## src/design/clist_pkg.sv

```systemverilog
// Shared types and constants for the cursor list engine.
package clist_pkg;

    localparam int CAPACITY = 64;
    localparam int DATA_W   = 32;
    localparam int COUNT_W  = 7;
    localparam int ADDR_W   = 6;
    localparam int LIMIT_W  = 7;

    localparam logic [LIMIT_W-1:0] LIMIT_RESET = LIMIT_W'(64);

    typedef enum logic [2:0] {
        CMD_INS_BEFORE = 3'd0,
        CMD_INS_AFTER  = 3'd1,
        CMD_GET        = 3'd2,
        CMD_REMOVE     = 3'd3,
        CMD_BEGIN      = 3'd4,
        CMD_END        = 3'd5,
        CMD_NEXT       = 3'd6,
        CMD_PRIOR      = 3'd7
    } t_cmd;

    typedef enum logic [2:0] {
        S_IDLE,
        S_EXEC,
        S_TAKE,
        S_SH_RD,
        S_SH_WR,
        S_PUT,
        S_FIX,
        S_DONE
    } t_state;

    typedef struct packed {
        t_cmd                     command;
        logic signed [DATA_W-1:0] value_in;
    } t_in_item;

    typedef struct packed {
        logic                     ok;
        logic signed [DATA_W-1:0] value_out;
        logic                     is_empty;
        logic                     is_full;
        logic [COUNT_W-1:0]       entry_count;
        logic [ADDR_W-1:0]        cursor_position;
    } t_out_item;

    // Commands from the controller to the datapath.
    typedef struct packed {
        logic latch;       // take in a new command
        logic ptr_ins;     // load shift pointer and insert position
        logic ptr_rm;      // load shift pointer at the cursor
        logic rd_cursor;   // read the entry at the cursor
        logic rd_shift;    // read the source entry of a shift step
        logic wr_shift;    // write the shifted entry and step the pointer
        logic put;         // write the new value, grow the list
        logic take;        // capture read data as the result value
        logic rm_fix;      // shrink the list, fix up the cursor
        logic move;        // move the cursor
        logic set_ok;      // mark the command as successful
        logic load_out;    // load the result register
    } t_dp_ctl;

    // Status from the datapath to the controller.
    typedef struct packed {
        t_cmd cmd;
        logic empty;
        logic full;
        logic move_ok;
        logic can_next;
        logic ins_shift;
        logic shift_last;
        logic out_free;
    } t_dp_status;

endpackage

```

## src/design/cursor_list_engine.sv

```systemverilog
// Top level of the cursor list engine: controller plus datapath.
//
// An ordered list of up to 64 signed 32-bit entries with a cursor. Each
// transfer on the input channel carries one command (insert before/after
// the cursor, get, remove, or move the cursor to begin, end, next, prior)
// and produces exactly one result transfer with a success flag, the value
// read or removed, and the list state after the command. Entries sit in a
// single-port-write, single-port-read memory, so an insert or remove moves
// the later entries one at a time, each with a read step and a write step.
// After the deliver step the block returns to its idle step, where it takes
// the next command; a result that the receiver stalls holds the block in
// its deliver step until the output register frees up. One command is in
// flight at a time; a new command is taken while the previous result still
// waits in the output register. The list limit register is written through
// i_cfg_we / i_cfg_data; the user must write it only while the block is
// idle, and the block itself does not enforce this. 0 acts as 1 and values
// above 64 act as 64. No clearing pass is needed after reset.
module cursor_list_engine
    import clist_pkg::*;
(
    input  logic               i_clk,
    input  logic               i_rst_n,
    // command channel
    input  logic               i_in_valid,
    output logic               o_in_ready,
    input  t_in_item           i_in_item,
    // result channel
    output logic               o_out_valid,
    input  logic               i_out_ready,
    output t_out_item          o_out_item,
    // list limit register
    input  logic               i_cfg_we,
    input  logic [LIMIT_W-1:0] i_cfg_data
);

    t_dp_ctl    ctl;
    t_dp_status status;

    // Sequence each command through decide, shift, write and deliver steps
    clist_ctrl u_ctrl (
        .i_clk      (i_clk),
        .i_rst_n    (i_rst_n),
        .i_in_valid (i_in_valid),
        .o_in_ready (o_in_ready),
        .i_status   (status),
        .o_ctl      (ctl)
    );

    // Hold the entries, cursor, count, limit and the result register
    clist_dp u_dp (
        .i_clk       (i_clk),
        .i_rst_n     (i_rst_n),
        .i_in_item   (i_in_item),
        .i_cfg_we    (i_cfg_we),
        .i_cfg_data  (i_cfg_data),
        .i_ctl       (ctl),
        .o_status    (status),
        .o_out_valid (o_out_valid),
        .i_out_ready (i_out_ready),
        .o_out_item  (o_out_item)
    );

endmodule

```

## src/design/clist_ctrl.sv

```systemverilog
// Command sequencer for the cursor list engine.
module clist_ctrl
    import clist_pkg::*;
(
    input  logic       i_clk,
    input  logic       i_rst_n,
    input  logic       i_in_valid,
    output logic       o_in_ready,
    input  t_dp_status i_status,
    output t_dp_ctl    o_ctl
);

    t_state r_state;
    t_state n_state;

    always_ff @(posedge i_clk) begin
        if (!i_rst_n) begin
            r_state <= S_IDLE;
        end else begin
            r_state <= n_state;
        end
    end

    // Next state
    always_comb begin
        n_state = r_state;
        case (r_state)
            S_IDLE: begin
                if (i_in_valid) begin
                    n_state = S_EXEC;
                end
            end
            S_EXEC: begin
                case (i_status.cmd) inside
                    CMD_INS_BEFORE, CMD_INS_AFTER: begin
                        if (i_status.full) begin
                            n_state = S_DONE;
                        end else if (i_status.ins_shift) begin
                            n_state = S_SH_RD;
                        end else begin
                            n_state = S_PUT;
                        end
                    end
                    CMD_GET, CMD_REMOVE: begin
                        n_state = i_status.empty ? S_DONE : S_TAKE;
                    end
                    default: begin
                        n_state = S_DONE;
                    end
                endcase
            end
            S_TAKE: begin
                if (i_status.cmd == CMD_REMOVE) begin
                    n_state = i_status.can_next ? S_SH_RD : S_FIX;
                end else begin
                    n_state = S_DONE;
                end
            end
            S_SH_RD: begin
                n_state = S_SH_WR;
            end
            S_SH_WR: begin
                if (i_status.shift_last) begin
                    n_state = (i_status.cmd == CMD_REMOVE) ? S_FIX : S_PUT;
                end else begin
                    n_state = S_SH_RD;
                end
            end
            S_PUT: begin
                n_state = S_DONE;
            end
            S_FIX: begin
                n_state = S_DONE;
            end
            S_DONE: begin
                if (i_status.out_free) begin
                    n_state = S_IDLE;
                end
            end
            default: begin
                n_state = S_IDLE;
            end
        endcase
    end

    // Outputs
    always_comb begin
        o_ctl      = '0;
        o_in_ready = 1'b0;
        case (r_state)
            S_IDLE: begin
                o_in_ready = 1'b1;
                o_ctl.latch = i_in_valid;
            end
            S_EXEC: begin
                case (i_status.cmd) inside
                    CMD_INS_BEFORE, CMD_INS_AFTER: begin
                        o_ctl.ptr_ins = !i_status.full;
                    end
                    CMD_GET: begin
                        o_ctl.rd_cursor = !i_status.empty;
                    end
                    CMD_REMOVE: begin
                        o_ctl.rd_cursor = !i_status.empty;
                        o_ctl.ptr_rm    = !i_status.empty;
                    end
                    default: begin
                        o_ctl.move   = i_status.move_ok;
                        o_ctl.set_ok = i_status.move_ok;
                    end
                endcase
            end
            S_TAKE: begin
                o_ctl.take   = 1'b1;
                o_ctl.set_ok = (i_status.cmd == CMD_GET);
            end
            S_SH_RD: begin
                o_ctl.rd_shift = 1'b1;
            end
            S_SH_WR: begin
                o_ctl.wr_shift = 1'b1;
            end
            S_PUT: begin
                o_ctl.put    = 1'b1;
                o_ctl.set_ok = 1'b1;
            end
            S_FIX: begin
                o_ctl.rm_fix = 1'b1;
                o_ctl.set_ok = 1'b1;
            end
            S_DONE: begin
                o_ctl.load_out = i_status.out_free;
            end
            default: begin
                o_ctl = '0;
            end
        endcase
    end

endmodule

```

## src/design/clist_dp.sv

```systemverilog
// Entry store, cursor, count, limit register and result register.
module clist_dp
    import clist_pkg::*;
(
    input  logic               i_clk,
    input  logic               i_rst_n,
    input  t_in_item           i_in_item,
    input  logic               i_cfg_we,
    input  logic [LIMIT_W-1:0] i_cfg_data,
    input  t_dp_ctl            i_ctl,
    output t_dp_status         o_status,
    output logic               o_out_valid,
    input  logic               i_out_ready,
    output t_out_item          o_out_item
);

    logic [DATA_W-1:0] mem [CAPACITY];

    t_cmd                     r_cmd;
    logic signed [DATA_W-1:0] r_value;
    logic [COUNT_W-1:0]       r_count;
    logic [ADDR_W-1:0]        r_cursor;
    logic [LIMIT_W-1:0]       r_limit;
    logic [COUNT_W-1:0]       r_ptr;
    logic [ADDR_W-1:0]        r_pos;
    logic [DATA_W-1:0]        r_rd_data;
    logic                     r_ok;
    logic signed [DATA_W-1:0] r_vout;
    logic                     r_out_valid;
    t_out_item                r_out_item;

    logic [COUNT_W-1:0] eff_limit;
    logic [COUNT_W-1:0] cursor_ext;
    logic [COUNT_W-1:0] cursor_inc;
    logic [COUNT_W-1:0] count_dec;
    logic [COUNT_W-1:0] ptr_src;
    logic [ADDR_W-1:0]  ins_pos;
    logic               is_remove;
    logic               empty;
    logic               full;
    logic               can_next;
    logic               move_ok;
    logic               rd_en;
    logic [ADDR_W-1:0]  rd_addr;
    logic               wr_en;
    logic [ADDR_W-1:0]  wr_addr;
    logic [DATA_W-1:0]  wr_data;
    logic [ADDR_W-1:0]  n_cursor;

    // Clamp the limit into 1..CAPACITY
    always_comb begin
        if (r_limit == '0) begin
            eff_limit = COUNT_W'(1);
        end else if (COUNT_W'(r_limit) > COUNT_W'(CAPACITY)) begin
            eff_limit = COUNT_W'(CAPACITY);
        end else begin
            eff_limit = COUNT_W'(r_limit);
        end
    end

    assign is_remove  = (r_cmd == CMD_REMOVE);
    assign cursor_ext = COUNT_W'(r_cursor);
    assign cursor_inc = cursor_ext + COUNT_W'(1);
    assign count_dec  = r_count - COUNT_W'(1);
    assign empty      = (r_count == '0);
    assign full       = (r_count >= eff_limit);
    assign can_next   = (cursor_inc < r_count);

    always_comb begin
        if (empty) begin
            ins_pos = '0;
        end else if (r_cmd == CMD_INS_AFTER) begin
            ins_pos = cursor_inc[ADDR_W-1:0];
        end else begin
            ins_pos = r_cursor;
        end
    end

    always_comb begin
        case (r_cmd)
            CMD_BEGIN, CMD_END: move_ok = !empty;
            CMD_NEXT:           move_ok = can_next;
            CMD_PRIOR:          move_ok = !empty && (r_cursor != '0);
            default:            move_ok = 1'b0;
        endcase
    end

    // Shift source: one below the target for insert, one above for remove
    assign ptr_src = is_remove ? (r_ptr + COUNT_W'(1)) : (r_ptr - COUNT_W'(1));

    always_comb begin
        o_status.cmd       = r_cmd;
        o_status.empty     = empty;
        o_status.full      = full;
        o_status.move_ok   = move_ok;
        o_status.can_next  = can_next;
        o_status.ins_shift = (r_count != COUNT_W'(ins_pos));
        o_status.out_free  = !r_out_valid || i_out_ready;
        if (is_remove) begin
            o_status.shift_last = ((r_ptr + COUNT_W'(2)) == r_count);
        end else begin
            o_status.shift_last = (r_ptr == (COUNT_W'(r_pos) + COUNT_W'(1)));
        end
    end

    // Memory port control
    assign rd_en   = i_ctl.rd_cursor || i_ctl.rd_shift;
    assign rd_addr = i_ctl.rd_shift ? ptr_src[ADDR_W-1:0] : r_cursor;
    assign wr_en   = i_ctl.wr_shift || i_ctl.put;
    assign wr_addr = i_ctl.put ? r_pos : r_ptr[ADDR_W-1:0];
    assign wr_data = i_ctl.put ? DATA_W'(r_value) : r_rd_data;

    always_ff @(posedge i_clk) begin
        if (rd_en) begin
            r_rd_data <= mem[rd_addr];
        end
        if (wr_en) begin
            mem[wr_addr] <= wr_data;
        end
    end

    // Cursor update
    always_comb begin
        n_cursor = r_cursor;
        if (i_ctl.put) begin
            n_cursor = r_pos;
        end else if (i_ctl.rm_fix) begin
            if (count_dec == '0) begin
                n_cursor = '0;
            end else if (cursor_ext == count_dec) begin
                n_cursor = r_cursor - ADDR_W'(1);
            end
        end else if (i_ctl.move) begin
            case (r_cmd)
                CMD_BEGIN: n_cursor = '0;
                CMD_END:   n_cursor = count_dec[ADDR_W-1:0];
                CMD_NEXT:  n_cursor = cursor_inc[ADDR_W-1:0];
                CMD_PRIOR: n_cursor = r_cursor - ADDR_W'(1);
                default:   n_cursor = r_cursor;
            endcase
        end
    end

    // Control state
    always_ff @(posedge i_clk) begin
        if (!i_rst_n) begin
            r_count     <= '0;
            r_cursor    <= '0;
            r_limit     <= LIMIT_RESET;
            r_out_valid <= 1'b0;
        end else begin
            r_cursor <= n_cursor;
            if (i_cfg_we) begin
                r_limit <= i_cfg_data;
            end
            if (i_ctl.put) begin
                r_count <= r_count + COUNT_W'(1);
            end else if (i_ctl.rm_fix) begin
                r_count <= count_dec;
            end
            if (i_ctl.load_out) begin
                r_out_valid <= 1'b1;
            end else if (i_out_ready) begin
                r_out_valid <= 1'b0;
            end
        end
    end

    // Payload registers
    always_ff @(posedge i_clk) begin
        if (i_ctl.latch) begin
            r_cmd   <= i_in_item.command;
            r_value <= i_in_item.value_in;
            r_ok    <= 1'b0;
            r_vout  <= '0;
        end else begin
            if (i_ctl.set_ok) begin
                r_ok <= 1'b1;
            end
            if (i_ctl.take) begin
                r_vout <= r_rd_data;
            end
        end
        if (i_ctl.ptr_ins) begin
            r_ptr <= r_count;
            r_pos <= ins_pos;
        end else if (i_ctl.ptr_rm) begin
            r_ptr <= cursor_ext;
        end else if (i_ctl.wr_shift) begin
            r_ptr <= is_remove ? (r_ptr + COUNT_W'(1)) : (r_ptr - COUNT_W'(1));
        end
        if (i_ctl.load_out) begin
            r_out_item.ok              <= r_ok;
            r_out_item.value_out       <= r_vout;
            r_out_item.is_empty        <= empty;
            r_out_item.is_full         <= full;
            r_out_item.entry_count     <= r_count;
            r_out_item.cursor_position <= r_cursor;
        end
    end

    assign o_out_valid = r_out_valid;
    assign o_out_item  = r_out_item;

endmodule
```

## config.mk

```make
export PLATFORM = sky130hd
export DESIGN_NAME = cursor_list_engine
export DESIGN_NICKNAME = d
export VERILOG_FILES = /design/src/design/clist_pkg.sv /design/src/design/cursor_list_engine.sv /design/src/design/clist_ctrl.sv /design/src/design/clist_dp.sv
export SDC_FILE = /design/constraint.sdc
export NUM_CORES = 2
export LEC_CHECK = 0
export BUFFER_PORTS_ARGS = -buffer_cell sky130_fd_sc_hd__buf_2
export CORE_MARGIN = 1
export CORE_UTILIZATION = 30
export CTS_CLUSTER_DIAMETER = 80
export DETAILED_ROUTE_END_ITERATION = 10
export GPL_TIMING_DRIVEN = 0
export MAX_ROUTING_LAYER = met4
export PLACE_DENSITY = 0.48
export REMOVE_ABC_BUFFERS = 1
export SYNTH_ARGS = -nofsm -noshare
export SYNTH_HDL_FRONTEND = slang
export SYNTH_SLANG_ARGS = --single-unit
export TNS_END_PERCENT = 50
```

## constraint.sdc

```tcl
create_clock -name i_clk -period 11.2 [get_ports i_clk]
set_input_delay 2.24 -clock i_clk [delete_from_list [all_inputs] [get_ports i_clk]]
set_output_delay 2.24 -clock i_clk [all_outputs]
set_load 0.01 [all_outputs]
```

# After elaboration in Yosys (flattened, before gate mapping)
# Memories as Yosys holds them, arrays and structs flattened. A register that Yosys moved wholly into a read port is not among the register bits.
# Cells that the tools add are included.
# Widths: inputs -> output; s select.
dict set report totals {
  output_inout_bits 50
  n_memories 1
  ram_bits 2048
  regBits 153
  in_bits 47
}
# name depth width rd rd_clocked_by_memory_dff wr line
set memory_table {}
lappend memory_table {u_dp.mem 64 32 1 1 1 clist_dp.sv:17} ;# logic [DATA_W-1:0] mem [CAPACITY];
dict set report classes {
  n_reduce_logical 24
  magnitude_cmp 3
  n_mux 57
  eq_ne 21
  n_addsub 8
}
# operator count
set op_table {}
lappend op_table {{$mux 7} 8}
lappend op_table {{$mux 6} 9}
lappend op_table {{$mux 3} 11}
lappend op_table {{$mux 32} 1}
lappend op_table {{$eq 3x3->1 const B} 8}
lappend op_table {{$pmux 6 s4} 1}
lappend op_table {{$logic_not 7->1} 3}
lappend op_table {{$pmux 3 s7} 1}
lappend op_table {{$mux 1} 20}
lappend op_table {{$add 6x1->7 const B} 2}
lappend op_table {{$add 7x1->7 const B} 2}
lappend op_table {{$eq 7x7->1} 2}
lappend op_table {{$sub 7x1->7 const B} 2}
lappend op_table {{$eq 3x2->1 const B} 4}
lappend op_table {{$reduce_bool 6->1} 2}
lappend op_table {{$mux 2} 4}
lappend op_table {{$reduce_or 2->1} 4}
lappend op_table {{$add 7x2->7 const B} 1}
lappend op_table {{$eq 6x7->1} 1}
lappend op_table {{$ge 7x7->1} 1}
lappend op_table {{$gt 7x7->1 const B} 1}
lappend op_table {{$lt 7x7->1} 1}
lappend op_table {{$ne 7x6->1} 1}
lappend op_table {{$eq 3x1->1 const B} 2}
lappend op_table {{13 further kinds} 21}

# Depth between registers and ports, before layout
dict set report logic_depth {
  ltp_word 11
  depth_mapped 14
  ltp_nobuf 12
}

# By module
# From an unflattened synthesis, not the netlist that was laid out.
dict set report hier_totals {
  hier_cells 5431
  hier_area_um2 89021.6
}
# mod cells_per_inst instances area_per_inst_um2
set by_module_without_submodules {}
lappend by_module_without_submodules {clist_dp 5380 1 88631.3}
lappend by_module_without_submodules {clist_ctrl 51 1 390.4}

# Worst setup path after synthesis
# OpenSTA, ideal clock, no wires.
dict set report synth_timing {
  path_type {input to register}
  from {input port i_out_ready}
  to {register u_dp.r_out_item (netlist bit u_dp.o_out_item[0]) (enable)}
  required_time_ps 10741
  path_buffers 0
  path_slack_ps 6197
  t_arrival_ps 4544
  path_stages 2
  path_cell_list {nand2b_1 nor2b_1}
}
# element line
set synth_rtl {}
lappend synth_rtl {{start: declaration} cursor_list_engine.sv:29} ;# input logic i_out_ready,
lappend synth_rtl {{end: declaration} clist_dp.sv:30} ;# t_out_item r_out_item;

# Worst setup path in the final report
dict set report layout_timing {
  from {register u_dp.r_cmd[1]}
  to {register u_dp.r_rd_data[9], read port of u_dp.mem, data pin}
}
dict set report layout_via {
  elab_chain_cells 6
  elab_cells_between_ends 12
  cone_classes {3 x eq/ne; 6 x mux; 3 x reduce/logical}
}
# element line
set layout_rtl {}
lappend layout_rtl {{start: declaration} clist_dp.sv:19} ;# t_cmd r_cmd;
lappend layout_rtl {{start signal: assignment} clist_dp.sv:172} ;# r_cmd <= i_in_item.command;
lappend layout_rtl {{$eq 3x2->1} clist_dp.sv:61} ;# assign is_remove = (r_cmd == CMD_REMOVE);
lappend layout_rtl {{$mux 1 (3 in series)} clist_ctrl.sv:96} ;# case (i_status.cmd) inside
lappend layout_rtl {{$mux 3} clist_ctrl.sv:90} ;# case (r_state)
lappend layout_rtl {{$logic_or 1x1->1} clist_dp.sv:107} ;# assign rd_en = i_ctl.rd_cursor || i_ctl.rd_shift;
lappend layout_rtl {{end: declaration} clist_dp.sv:26} ;# logic [DATA_W-1:0] r_rd_data;
# Several ways; a longest one is shown, not always the timed one.
# A chain may end at the register's enable or synchronous reset.

==> results_tabular.tex <==
\begin{tabular}{lr}
\hline
Metric & Value \\
\hline
\multicolumn{2}{l}{\textbf{Placement}} \\
Total cell area at the placement stage & 98500 um2 \\
Final weighted congestion in routability-driven placement & 0.784 \\
Cell total after placement & 8970 \\
Estimated wirelength of the detail-placed design & 167000 um \\
Port-buffer cells & 96 \\
Setup slack at placement & 4.61 ns \\
\multicolumn{2}{l}{\textbf{STA}} \\
Total setup violations reported at the end of the flow & 0 \\
Transition time at the pin with the least slew margin & roughly 1.7 ns \\
Final hold vios & 0 \\
Top achievable clock speed & around 0.14 GHz \\
Clock period minus worst slack & 6.90 ns \\
RSZ-0062 raised after global routing & false \\
Final worst clock skew & about 0.054 ns \\
Post-route fraction of the period consumed by the critical path & 61.6\% \\
Sum of negative setup slack & 0 ns \\
Worst-case setup margin in the final layout & 4.30 ns \\
Final max-slew violation count & 2 \\
Headroom to the max-slew limit & -13.1\% \\
\multicolumn{2}{l}{\textbf{Setup path}} \\
R2R Setup Slk & 4.30 ns \\
Startpoint class of the critical path & register \\
Slowest CP cell & a211oi\_1 \\
Worst endpoint data arrival time & $\sim$7.4 ns \\
Worst path bufs/invs & 5 \\
Critical Path RT & 11.65 ns \\
Kind of end point of the critical path & register \\
Critical path, cell by cell & nor2b\_1 > nand2\_1 > inv\_1 > fa\_1 > xnor2\_1 > mux2\_8 > buf\_16 > buf\_16 > nor2\_4 > buf\_12 > buf\_12 > a221oi\_1 > a211oi\_1 > nand4\_1 \\
Kind of cell with the highest combined delay on the critical path & compound AO/OA/AOI/OAI gates \\
Launch instance of the worst register-to-register path & u\_dp.r\_cmd[1]\$\_DFFE\_PP\_ \\
CP Launch Point & u\_dp.r\_cmd[1]\$\_DFFE\_PP\_ \\
Type of the worst setup path & register to register \\
Worst path max stage delay & 1.40 ns \\
Worst Path Max Fanout & 72 \\
\multicolumn{2}{l}{\textbf{Floorplan}} \\
Core Region & 295000 um2 \\
Die footprint & 299000 um2 \\
Boundary pin count & 97 \\
Cell Rows & about 200 \\
Initial Utilization & 30.2\% \\
X dimension of the die & 547 um \\
Overall die height & 547 um \\
\multicolumn{2}{l}{\textbf{Clocking}} \\
Worst-path clk slew & 0.06 ns \\
Clock latency at the later pin of the worst-skew pair & roughly 0.9 ns \\
CTS hold repair buffers & 0 \\
Clock buffer count from CTS & around 230 \\
Post CTS Setup Buffer Count & 0 \\
\# clock sinks & 2233 \\
Max Root-Sink Buffers & 4 \\
H-tree depth & 4 \\
Root cell of the clock tree & clkbuf\_16 \\
Number of resized instances in the post-cts repair step & 0 \\
TritonCTS clock tree & yes \\
\multicolumn{2}{l}{\textbf{GRT}} \\
Largest net degree at the start of global routing & 74 \\
Vias in the first global route & 47200 \\
Antenna violations before repair & 10 \\
Total overflow reported by the global router & 0 \\
Global-route wire length before repair & about 360000 um \\
All-Layer GR Usage & 17.4\% \\
\multicolumn{2}{l}{\textbf{Synth}} \\
Share of async-settable or async-resettable flops after synthesis & 0\% \\
Syn Inst Count & 5021 \\
Synth Warn \# & 0 \\
Per-instance average area after synthesis & 17.7 um2 \\
Post-synthesis sequential area ratio & between 70\% and 80\% \\
Yosys reg bits & 2233 \\
Post-synth cell types & 87 \\
Cell Area, Synth & between 80000 and 90000 um2 \\
Most instantiated flip-flop cell in the synthesis netlist & edfxtp\_1 \\
Number of enable-type register cells in the synthesized netlist & 2176 \\
\multicolumn{2}{l}{\textbf{Pwr}} \\
Flop pwr share & 46.4\% \\
Leakage dissipation & 34.7 nW \\
Internal power & 0.0153 W \\
Peak supply drop & between 0.1 and 0.15 mV \\
Total power per unit cell area & 199 nW/um2 \\
Clock Power Share & 35.8\% \\
Switching portion of total power & 27.2\% \\
Combinational group share of total power & 17.8\% \\
Psw & 0.00572 W \\
\multicolumn{2}{l}{\textbf{Final layout}} \\
Ratio of cells with drive above 1 in the final layout & 19.9\% \\
Final \#Nets & 5366 \\
Final cell area excluding filler cells & 106000 um2 \\
Final standard cell count with taps included and fillers excluded & $\sim$9400 \\
Area added between synthesis and finish & 18.9\% \\
\multicolumn{2}{l}{\textbf{Detailed routing}} \\
Ratio of routed vias to standard cells & 5.00 \\
Total DRC errors in the routed layout & 0 \\
Count of vias placed by the detailed router & $\sim$47000 \\
Post-route ant nets & 0 \\
Violation count after the first detailed-routing iteration & around 4000 \\
Routed length per placed instance & 27.3 um \\
DR pass1 iterations & 5 \\
Aggregate routed wire length & 257000 um \\
\multicolumn{2}{l}{\textbf{Worst hold path}} \\
Start point of the worst hold path & u\_dp.r\_vout[14]\$\_SDFFE\_PP0P\_ \\
Class of the tightest hold or removal check & register to register \\
\multicolumn{2}{l}{\textbf{Outcome}} \\
Failing checks & max-capacitance violations, max-slew violations \\
Result of the run & complete, but fails checks \\
\multicolumn{2}{l}{\textbf{Run}} \\
Maximum capacitance violations & 1 \\
\hline
\end{tabular}
power by group through the flow:
stage	Clock [W]	Sequential [W]	Combinational, W
after floorplan	0	0.00990	0.00292
after global placement	0	0.0100	0.00479
after detailed placement	0	0.00994	0.00378
after CTS	0.00772	0.00977	0.00379
after global routing	0.00800	0.00978	0.00396
final	0.00754	0.00977	0.00374
synth_stat cells, types with 13 or more instances:
master | number | area (um2)
edfxtp_1 | 2176 | 65300
mux2i_1 | 609 | 6100
nand2_1 | 473 | 1780
mux4_2 | 248 | 5590
nor2_1 | 123 | 462
clkbuf_1 | 119 | 447
buf_2 | 111 | 556
inv_1 | 94 | 353
nor3_1 | 82 | 410
nand3_1 | 72 | 360
o22ai_1 | 66 | 413
a21oi_1 | 64 | 320
a32oi_1 | 64 | 561
mux2_2 | 64 | 721
o21ai_0 | 59 | 295
dfxtp_1 | 57 | 1140
clkinv_1 | 56 | 210
a22oi_1 | 41 | 308
nand4_1 | 39 | 244
a211oi_1 | 37 | 278
a32o_1 | 32 | 320
xnor2_1 | 32 | 280
a221oi_1 | 31 | 272
ha_1 | 31 | 388
buf_4 | 22 | 165
buf_1 | 17 | 63.8
buf_6 | 15 | 169
a31oi_1 | 13 | 81.3
registers in the layout (all words and copies together) (netlist names):
name / cells
u_dp.o_out_valid: 1
u_dp.mem: 2048
u_dp.r_ok: 1
u_dp.r_cmd: 3
u_dp.r_rd_data: 32
u_dp.r_cursor: 6
u_dp.o_out_item: 48
u_ctrl.r_state: 3
u_dp.r_ptr: 7
u_dp.r_count: 7
u_dp.r_pos: 6
u_dp.r_limit: 7
u_dp.r_value: 32
u_dp.r_vout: 32
worst paths after layout:
kind	end	cells past startpoint
max reg2reg	u_dp.r_rd_data[9]$_DFFE_PP_	14
min reg2reg	u_dp.o_out_item[29]$_DFFE_PP_	0
max	u_dp.r_rd_data[9]$_DFFE_PP_	14
min	u_dp.o_out_item[29]$_DFFE_PP_	0
stage by stage:
| stage | hold WS [ns] | power, W | util [%] |
|---|---|---|---|
| after floorplan | 0.408 | 0.0128 | - |
| after global placement | 0.414 | 0.0148 | 31.6 |
| after detailed placement | 0.414 | 0.0137 | 33.4 |
| after CTS | 0.412 | 0.0213 | 35.9 |
| after global routing | 0.433 | 0.0217 | 35.9 |
| final | 0.412 | 0.0211 | 35.9 |
area by class of cell:
class,count,area (um2)
antenna,3,7.51
tap,3919,4900
multi-input combinational,2353,21400
clock buffer,291,6160
fill,27400,189000
clock inverter,130,1170
sequential,2233,66500
timing repair buffer,314,5110
inverter,151,567
worst register-to-register path, stage by stage, from the launching register on:
cell and delay, ns:
edfxtp_1 0.63, nor2b_1 0.29, nand2_1 0.45, inv_1 0.19, fa_1 0.48, xnor2_1 0.25, mux2_8 0.61, buf_16 0.38
buf_16 0.39, nor2_4 0.28, buf_12 0.21, buf_12 0.26, a221oi_1 0.23, a211oi_1 1.40, nand4_1 0.42
routing by layer:
| layer | track usage [%] | part of all wire [%] | routed length, um | vias up |
|---|---|---|---|---|
| met2 | 28.7 | 49 | 126000 | 1392 |
| li1 | - | - | - | 20400 |
| met3 | 2.41 | 5.2 | 13500 | 353 |
| met4 | 4.96 | 2.8 | 7120 | 0 |
| met5 | - | 0 | 0 | - |
| met1 | 22.4 | 43 | 110000 | 24800 |
placed cells by master, fill, tap and decap left out, drive strengths merged, types with 32 or more instances in the layout:
cell	instances
edfxtp	2176
mux2i	610
nand2	473
buf	314
clkbuf	291
mux4	248
clkinv	155
nor2	127
inv	99
nor3	84
nand3	72
o21ai	67
o22ai	66
mux2	65
a21oi	64
a32oi	64
dfxtp	57
a22oi	41
nand4	39
a211oi	37
xnor2	32
a32o	32
logic make-up after synthesis:
logic type / after synthesis / share of synthesized area (%)
xor gates and xnor gates: 45 / 0.474
AOI/OAI and AO/OA: 483 / 3.90
buffers and inverters: 435 / 2.21
muxes: 923 / 14.0
DFF: 2233 / 74.7
and+or+nand+nor: 870 / 4.30
adders and majority gates: 32 / 0.458
(Power assumes the default switching activity.)
